<file path="config.mk">
export PLATFORM = sky130hd
export DESIGN_NAME = pge_ctrl
export DESIGN_NICKNAME = d
export VERILOG_FILES = /design/src/sv/pge_pkg.sv /design/src/sv/pge_ctrl.sv
export SDC_FILE = /design/constraint.sdc
export NUM_CORES = 1
export LEC_CHECK = 0
export BUFFER_PORTS_ARGS = -buffer_cell sky130_fd_sc_hd__buf_4
export CAP_MARGIN = 40
export CORE_AREA = 2 2 39 41
export CTS_CLUSTER_DIAMETER = 120
export DETAILED_ROUTE_END_ITERATION = 12
export DIE_AREA = 0 0 41 43
export HOLD_SLACK_MARGIN = 0.08
export PLACE_DENSITY = 0.56
export SLEW_MARGIN = 0
export SYNTH_ARGS = -nofsm -noshare
export SYNTH_HDL_FRONTEND = slang
export SYNTH_SLANG_ARGS = --single-unit
</file>
<file path="constraint.sdc">
create_clock -name clk -period 1.5 [get_ports clk]
set_input_delay 0 -clock clk [delete_from_list [all_inputs] [get_ports clk]]
set_output_delay 0 -clock clk [all_outputs]
set_load 0.02 [all_outputs]
</file>
<file path="src/sv/pge_pkg.sv">
`default_nettype none
package pge_pkg;

  localparam int GRID_WIDTH_DEF  = 256;
  localparam int GRID_HEIGHT_DEF = 256;

  localparam int CHAN_W    = 8;
  localparam int CELL_W    = 3 * CHAN_W;
  localparam int POS_W     = 16;
  localparam int RATE_W    = 16;
  localparam int CFG_IDX_W = 2;

  localparam logic [CHAN_W-1:0] CHAN_MAX = 8'd255;

  localparam logic [1:0] OP_DEPOSIT = 2'd0;
  localparam logic [1:0] OP_FRAME   = 2'd1;
  localparam logic [1:0] OP_READ    = 2'd2;
  localparam logic [1:0] OP_CLEAR   = 2'd3;

  localparam logic [1:0] PHER_NONE  = 2'd0;
  localparam logic [1:0] PHER_RED   = 2'd1;
  localparam logic [1:0] PHER_GREEN = 2'd2;
  localparam logic [1:0] PHER_BLUE  = 2'd3;

  localparam logic [CFG_IDX_W-1:0] CFG_PLACE_RATE = 2'd0;
  localparam logic [CFG_IDX_W-1:0] CFG_EVAP_RATE  = 2'd1;

  typedef enum logic [3:0] {
    ST_INIT,
    ST_IDLE,
    ST_DECODE,
    ST_ADDR,
    ST_READ,
    ST_MODIFY,
    ST_SWEEP,
    ST_TAIL,
    ST_DONE
  } state_t;

  typedef struct packed {
    logic load;
    logic map;
    logic addr;
    logic mem_rd;
    logic dep_wr;
    logic sweep_step;
    logic sweep_evap;
    logic res_load;
  } cmd_t;

  typedef struct packed {
    logic [1:0] op;
    logic       dep_ok;
    logic       evap_ok;
    logic       sweep_last;
    logic       out_busy;
  } sts_t;

  function automatic logic [RATE_W-1:0] advance(input logic [RATE_W-1:0] phase,
                                                input logic [RATE_W-1:0] rate);
    logic [RATE_W:0] r;
    logic [RATE_W:0] n;
    r = (rate == '0) ? (RATE_W+1)'(1) : {1'b0, rate};
    n = {1'b0, phase} + (RATE_W+1)'(1);
    return (n >= r) ? '0 : n[RATE_W-1:0];
  endfunction

endpackage
`default_nettype wire

</file>
<file path="src/sv/pge_ctrl.sv">
`default_nettype none
module pge_ctrl (
  input  wire logic          clk,
  input  wire logic          rst,
  input  wire logic          in_valid,
  output logic               in_ready,
  input  wire pge_pkg::sts_t sts,
  output pge_pkg::cmd_t      cmd
);

  pge_pkg::state_t state, state_next;

  always_ff @(posedge clk) begin
    if (rst) begin
      state <= pge_pkg::ST_INIT;
    end else begin
      state <= state_next;
    end
  end

  always_comb begin
    state_next = state;
    cmd        = '0;
    in_ready   = 1'b0;
    unique case (state)
      pge_pkg::ST_INIT: begin
        cmd.sweep_step = 1'b1;
        if (sts.sweep_last) begin
          state_next = pge_pkg::ST_IDLE;
        end
      end
      pge_pkg::ST_IDLE: begin
        in_ready = 1'b1;
        cmd.load = in_valid;
        if (in_valid) begin
          state_next = pge_pkg::ST_DECODE;
        end
      end
      pge_pkg::ST_DECODE: begin
        priority if (sts.op == pge_pkg::OP_FRAME) begin
          state_next = sts.evap_ok ? pge_pkg::ST_SWEEP : pge_pkg::ST_DONE;
        end else if (sts.op == pge_pkg::OP_CLEAR) begin
          state_next = pge_pkg::ST_SWEEP;
        end else if (sts.op == pge_pkg::OP_DEPOSIT && !sts.dep_ok) begin
          state_next = pge_pkg::ST_DONE;
        end else begin
          cmd.map    = 1'b1;
          state_next = pge_pkg::ST_ADDR;
        end
      end
      pge_pkg::ST_ADDR: begin
        cmd.addr   = 1'b1;
        state_next = pge_pkg::ST_READ;
      end
      pge_pkg::ST_READ: begin
        cmd.mem_rd = 1'b1;
        state_next = (sts.op == pge_pkg::OP_DEPOSIT) ? pge_pkg::ST_MODIFY
                                                     : pge_pkg::ST_DONE;
      end
      pge_pkg::ST_MODIFY: begin
        cmd.dep_wr = 1'b1;
        state_next = pge_pkg::ST_DONE;
      end
      pge_pkg::ST_SWEEP: begin
        cmd.sweep_step = 1'b1;
        cmd.sweep_evap = (sts.op == pge_pkg::OP_FRAME);
        if (sts.sweep_last) begin
          state_next = cmd.sweep_evap ? pge_pkg::ST_TAIL : pge_pkg::ST_DONE;
        end
      end
      pge_pkg::ST_TAIL: begin
        state_next = pge_pkg::ST_DONE;
      end
      pge_pkg::ST_DONE: begin
        if (!sts.out_busy) begin
          cmd.res_load = 1'b1;
          state_next   = pge_pkg::ST_IDLE;
        end
      end
      default: begin
        state_next = pge_pkg::ST_IDLE;
      end
    endcase
  end

endmodule
`default_nettype wire

</file>
# After elaboration in Yosys (flattened, before gate mapping)
# Index checks and enable logic that the tools add are counted.
[classes]
n_eq_ne = 14
n_mux = 24
reduce_logical = 7
[ops]
columns = ["operator", "count"]
rows = [
  ["$mux 4", 10],
  ["$pmux 4 s8", 1],
  ["$eq 4x3->1 const B", 4],
  ["$mux 1", 13],
  ["$eq 4x2->1 const B", 2],
  ["$ne 2x2->1 const B", 4],
  ["$eq 4x1->1 const B", 1],
  ["$eq 4x4->1 const B", 1],
  ["$logic_not 4->1", 1],
  ["$reduce_and 4->1", 1],
  ["$reduce_or 2->1", 2],
  ["$eq 2x1->1 const B", 1],
  ["$eq 2x2->1 const B", 1],
  ["$logic_not 2->1", 1],
  ["$logic_and 1x1->1", 1],
  ["$logic_not 1->1", 1],
]
[totals]
regBits = 4
inputBits = 9
out_inout_bits = 9
wordCells = 46

# Longest topological paths before layout
# Gate-level depths: netlist (run 1).
[depth]
ltp_word = 6
depth_mapped = 5
mapped_depth_nobuf = 4

# Worst setup path before layout (run 1)
# Ideal clock, no wire load.
[synth_path]
path_type = "register to register"
startpoint = "register state[3]"
endpoint = "register state[1]"
setup_time_ns = 0.071
arrival_time_ns = 1.632
required_time_ns = 1.429
slack_ns = -0.204
path_stages_with_launch = 6
n_path_buf = 1
synth_period_minus_slack_ns = 1.704
path_cell_list = "dfxtp_1 > buf_6 > nand2b_4 > nor4b_1 > a211oi_1 > o21ai_1"
[synth_between]
elab_chain_len = 3
elab_cells_between_ends = 16
cone_classes = "eq/ne: 12; mux: 1; reduce/logical: 3"
[synth_lines]
columns = ["element", "line_no", "source"]
rows = [
  ["from (decl)", "pge_ctrl.sv:11", "pge_pkg::state_t state, state_next;"],
  ["from (signal assigned)", "pge_ctrl.sv:15", "state <= pge_pkg::ST_INIT;"],
  ["from (signal assigned)", "pge_ctrl.sv:17", "state <= state_next;"],
  ["$eq 4x3->1, or another cell as far along", "pge_ctrl.sv:25", "unique case (state)"],
  ["$reduce_or 2->1 (no line) / $ne 2x2->1 (equally long branches)", "n/a", ""],
  ["$pmux 4 s8 / $reduce_and 4->1 (equally long branches)", "n/a", ""],
]
# Parallel ways exist; a longest one is shown, timed or not.
# A chain may end at the register's enable or synchronous reset.

==> results of run 1 <==
## Yosys cell counts (2+ instances only)
master | instances | area (µm²)
dfxtp_1 | 4 | 80.1
nand2b_1 | 4 | 25.0
buf_6 | 2 | 22.5
o21ai_0 | 2 | 10.0
nand2b_4 | 2 | 27.5
a211oi_1 | 2 | 15.0
xor2_1 | 2 | 17.5
nor4_1 | 2 | 12.5
nor3_1 | 7 | 35.0
nor2_1 | 4 | 15.0
## metrics by stage
| stage | power [W] | cell area [µm²] | util (%) | worst slack, ns | hold WS (ns) |
|---|---|---|---|---|---|
| floorplan | 0.000231 | 438 | - | 0.117 | 0.0567 |
| global placement | 0.000294 | 588 | 42.5 | 0.0649 | 0.191 |
| detailed placement | 0.000295 | 588 | 42.5 | 0.0837 | 0.186 |
| CTS | 0.000438 | 631 | 45.6 | 0.00594 | 0.186 |
| global route | 0.000488 | 708 | 51.2 | -0.00473 | 0.201 |
| finish | 0.000461 | 708 | 51.2 | 0.0457 | 0.186 |
## worst paths after layout
kind                              start                    end  slack, ns  cells past startpoint
setup / recovery  state[2]$_SDFFE_PP0P_                 cmd[6]       0.05                      4
hold / removal                   sts[0]  state[3]$_SDFFE_PP0P_       0.19                      3
setup reg to reg  state[3]$_SDFFE_PP0P_  state[0]$_SDFFE_PP0P_       0.07                      5
hold reg to reg   state[0]$_SDFFE_PP0P_  state[0]$_SDFFE_PP0P_       0.57                      2
## power by group through the flow
stage	logic, W	clock network [W]	registers [W]
floorplan	0.000110	0	0.000120
global placement	0.000161	0	0.000132
detailed placement	0.000162	0	0.000133
CTS	0.000166	0.000139	0.000133
global route	0.000209	0.000147	0.000132
finish	0.000194	0.000137	0.000130
## per-layer routing
| layer | vias up | global-route usage, % | wire length, µm |
|---|---|---|---|
| li1 | 252 | - | - |
| met2 | 14 | 18.8 | 594 |
| met4 | 0 | 4.00 | 0 |
| met1 | 234 | 18.8 | 571 |
| met5 | - | 0 | 0 |
| met3 | 0 | 3.14 | 52 |
## area by class of cell
| class | count | area share, % |
|---|---|---|
| Clock buffer | 3 | 3.18 |
| Multi-Input combinational cell | 44 | 50.9 |
| Sequential cell | 4 | 13.1 |
| Tap cell | 16 | 2.83 |
| Timing Repair Buffer | 27 | 30.0 |
## worst max-delay path, cell delays in order (launching register included)
cell and delay (ns):
dfxtp_4 0.37, buf_6 0.13, or3_4 0.38, nor3_4 0.20
buf_6 0.14
## repair_timing
action,CTS,global route
pin swaps,0,3
endpoints found under the setup margin,2,2
hold buffers,1,0
setup buffers,0,5
endpoints found under the hold margin,3,0
resized for setup,5,10
## cell families after synthesis
kind of cell / after synthesis / synth area share (%)
xor gates and xnor gates: 2 / 4.11
DFF: 4 / 18.8
AOI/OAI and AO/OA: 13 / 21.7
muxes: 1 / 2.35
buffers and inverters: 4 / 8.21
and+or+nand+nor: 28 / 44.9
==> out/qor.yml, run 1 <==
max_slew_margin_pct: 75.8
fin_worst_skew_ns: 0.00382
grt.overflow.total: 0
crit_arrival_ns: 1.45
tns_ns: 0
cp-end-kind: "output port"
cts.sinks: 4
drc: 0
boundaryPins: 18
switchingPower_w: 0.000154
die_h_um: 43
largestRegisters: "state x4"
grt_pass1_wl_mm: 1.60
synth-seq-cells: 4
drt-total-wl_mm: 1.22
powerDensity_nw_per_um2: 651
portBuffers: 17
cts_tree: "yes"
grt_pass1_vias: 391
clk-insertion-delay-late_ns: 0.24
max_freq_mhz: 688
path_clk_slew_ns: 0.04
synth_cells: 52
antenna_found_initial: 0
multiInputGateArea_um2: 360
synthToLayoutAreaGrowth_pct: 66.0
final_nets: 89
num_rows: 14
p_int_w: 0.000307
clockBufferDepth: 2
ant_nets: 0
layout_commonest_cell: "buf_4"
fillers: 138
top_register: "state"
syn_nets: 61
drtIter0Drc: 10
largest_reg_flops: 4
finalSetupViolCount: 0
yosys.cell_types.count: 31
yosysWarnings: 0
dp_cells: 86
period_minus_slack_ns: 1.45
die_area_um2: 1760
status: "complete, no violations"
cap_violations: 0
layout-drive-gt1-share_pct: 56.4
clkPwrFrac_pct: 29.7
async_flop_share_pct: 0
vias: 500
synth-edff-count: 0
diodes: 0
dp_hpwl_um: 869
ir_drop_mv: 0.263
track_usage_pct: 13.1
layout.area.seq_um2: 92.6
cts_buffers: 3
drv_slew: 0
period_share_pct: 97.0
ys_seq_area_share_pct: 18.8
hold_viol_final: 0
h-tree-depth: 1
comb_power_share_pct: 42.1
min_path_type: "in -> reg"
viasPerCell: 5.32
worst_setup_path_start_kind: "flop"
start_util_pct: 30.8
synthesis.area_um2: 427
core_area_um2: 1380
worst_pin_slew_ns: 0.359
p_sw_share_pct: 33.4
drtPass1Iterations: 4
dieWidth_um: 41
worst-path-max-fanout: 6
syn_area_per_cell_um2: 8.20
worstSetupPathType: "reg -> out"
worstPathRequired_ns: 1.50
ys.flop_type: "dfxtp_1"
grt_start_max_net_pins: 10
gp_congestion: 0.747
mostFrequentLayoutCells: "buf_4 (24), nor3_1 (5), nand2b_4 (4), nor2_1 (4)"
clockRootBuffer: "clkbuf_4"
drt-wirelength-per-cell_um: 12.9
fin_cells: 94
leakagePower_nw: 0.305
power_frac_seq_pct: 28.3
No activity file was read; power rests on OpenSTA's default activity.
==> run 2: changes to the inputs <==
PLACE_DENSITY = 0.54   (was 0.56)
clock period = 1.6 ns   (was 1.5 ns; I/O delays follow)
==> out/qor.yml, run 2 (synthesis results as in run 1) <==
status: "complete, no violations"
portBuffers: 17  # unchanged
ir_drop_mv: 0.257  # -2.4%
tns_ns: 0  # unchanged
drt-wirelength-per-cell_um: 12.6  # -3.0%
finalSetupViolCount: 0  # unchanged
dp_hpwl_um: 874  # +0.58%
start_util_pct: 30.8  # unchanged
track_usage_pct: 14.3  # +1.2 points
layout-drive-gt1-share_pct: 46.6  # -9.8 points
period_share_pct: 92.1
grt.overflow.total: 0  # unchanged
die_area_um2: 1760  # unchanged
largest_reg_flops: 4  # unchanged
grt_start_max_net_pins: 11  # +1
gp_congestion: 0.738  # -1.3%
leakagePower_nw: 0.267  # -12%
cap_violations: 0  # unchanged
worstSetupPathType: "reg -> out"
ff2ff_setup_slack_ns: 0.21  # +0.14 ns
vias: 463  # -7.4%
reg2reg_depth: 4  # -1
top_register: "state"
cts_setup_buffers: 0  # unchanged
slowest_delay_ns: 0.37  # about the same
drtIter0Drc: 7  # -3
clockBufferDepth: 2  # unchanged
min_to: "state[3]$_SDFFE_PP0P_"
cts_tree: "yes"
r2r-start: "state[2]$_SDFFE_PP0P_"
whs_ns: 0.201  # +0.0149 ns
hold_viol_final: 0  # unchanged
viasPerCell: 5.20  # -2.2%
synthToLayoutAreaGrowth_pct: 44.6
drt-total-wl_mm: 1.12  # -8.1%
max_freq_mhz: 678
min_from: "sts[0]"
cts_buffers: 3  # unchanged
worst_setup_path_start_kind: "flop"
largestRegisters: "state x4"
period_minus_slack_ns: 1.47
drv_slew: 0  # unchanged
clk-insertion-delay-late_ns: 0.23  # about the same
clockRootBuffer: "clkbuf_4"
holdPathStages: 3  # unchanged
cts.sinks: 4  # unchanged
worst_pin_slew_ns: 0.382  # +0.0234 ns
mostFrequentLayoutCells: "buf_4 (21), nor3_1 (6), nand2b_1 (4), nor2_1 (4)"
path_cells: "nand2b_1 -> or3_1 -> nor3_1 -> buf_4"
reg2reg_to: "state[0]$_SDFFE_PP0P_"
max_slew_margin_pct: 74.3  # -1.6 points
powerDensity_nw_per_um2: 655  # +0.54%
ant_nets: 0  # unchanged
layout_commonest_cell: "buf_4"
cp_slowest_cell: "dfxtp_2"
worstPathRequired_ns: 1.60  # +0.10 ns
highest_layer: "met3"
drtPass1Iterations: 5  # +1
boundaryPins: 18  # unchanged
grt_setup_unrepaired: "false"
h-tree-depth: 1  # unchanged
diodes: 0  # unchanged
grt_pass1_wl_mm: 1.70  # +6.5%
drt-met1-wl_um: 507  # -11%
dp_cells: 85  # -1.2%
dieWidth_um: 41  # unchanged
worst-path-max-fanout: 10  # +4
wl_met2_um: 558  # -6.1%
fin_worst_skew_ns: 0.00155  # -0.00227 ns
final_nets: 84  # -5.6%
drc: 0  # unchanged
num_rows: 14  # unchanged
antenna_found_initial: 0  # unchanged
met3_length_um: 52  # unchanged
cp-end-kind: "output port"
crit_arrival_ns: 1.47  # +0.02 ns
finalPower_w: 0.000404  # -12%
fin_cells: 89  # -5.3%
die_h_um: 43  # unchanged
core_area_um2: 1380  # unchanged
path_clk_slew_ns: 0.04  # about the same
min_path_type: "in -> reg"
grt_pass1_vias: 412  # +5.4%
## run 2: cell types whose count changed in the layout (fill, tap and decap cells not counted)
cell	before	now
or3_1	0	1
nor3_1	5	6
or3_4	1	0
buf_6	2	0
dfxtp_1	0	1
dfxtp_2	1	3
dfxtp_4	3	0
nand2b_4	4	2
buf_4	24	21
nor3_4	2	0
nand2b_1	2	4
nor3_2	0	1
## run 2: layer usage
| metal | vias to the layer above | track usage [%] |
|---|---|---|
| met4 | 0 | 6.00 |
| li1 | 243 | - |
| met1 | 209 | 19.6 |
| met5 | - | 0 |
| met3 | 0 | 3.14 |
| met2 | 11 | 20.9 |
## run 2: worst max-delay path, delay by kind of cell (launching register included)
family,cells,cell delay (ns)
simple gates,3,0.71
buf+inv,1,0.17
flops,1,0.37
## run 2: final cells by class
| class | instances | area (µm²) |
|---|---|---|
| Timing Repair Buffer | 22 | 168 |
| Multi-Input combinational cell | 44 | 323 |
| Sequential cell | 4 | 83.8 |
| Tap cell | 16 | 20.0 |
| Clock buffer | 3 | 22.5 |
| Fill cell | 154 | 767 |
## run 2: how the worst max path moves through the flow
stage	end	slack (ns)	from
finish	cmd[6]	0.13	state[0]$_SDFFE_PP0P_
global route	cmd[6]	0.03	state[0]$_SDFFE_PP0P_
CTS	cmd[6]	0.02	state[1]$_SDFFE_PP0P_
detailed placement	state[0]$_SDFFE_PP0P_	0.11	state[2]$_SDFFE_PP0P_
global placement	state[0]$_SDFFE_PP0P_	0.13	state[2]$_SDFFE_PP0P_
floorplan	cmd[7]	0.09	state[1]$_SDFFE_PP0P_
## run 2: metrics by stage
| stage | setup slack (ns) | cell area (µm²) | utilization [%] |
|---|---|---|---|
| after floorplan | 0.0946 | 433 | - |
| after global placement | 0.129 | 576 | 41.6 |
| after detailed placement | 0.114 | 576 | 41.6 |
| after CTS | 0.0232 | 613 | 44.3 |
| after global routing | 0.0279 | 617 | 44.6 |
| final | 0.126 | 617 | 44.6 |
## run 2: power by group
part           total, W  switching, W  internal (W)  leakage [nW]
sequential     0.000126     0.0000176      0.000108        0.0338
combinational  0.000152     0.0000727     0.0000791         0.220
clock          0.000126     0.0000424     0.0000840        0.0138
total          0.000404      0.000133      0.000271         0.267
## run 2: timing repair
| item | CTS | global route |
|---|---|---|
| hold buffers | 1 | 0 |
| resized for setup | 1 | 3 |
| cloned | 0 | 0 |
| endpoints found under the hold margin | 2 | 0 |
| setup endpoints to repair | 1 | 1 |
| pin swaps | 0 | 0 |
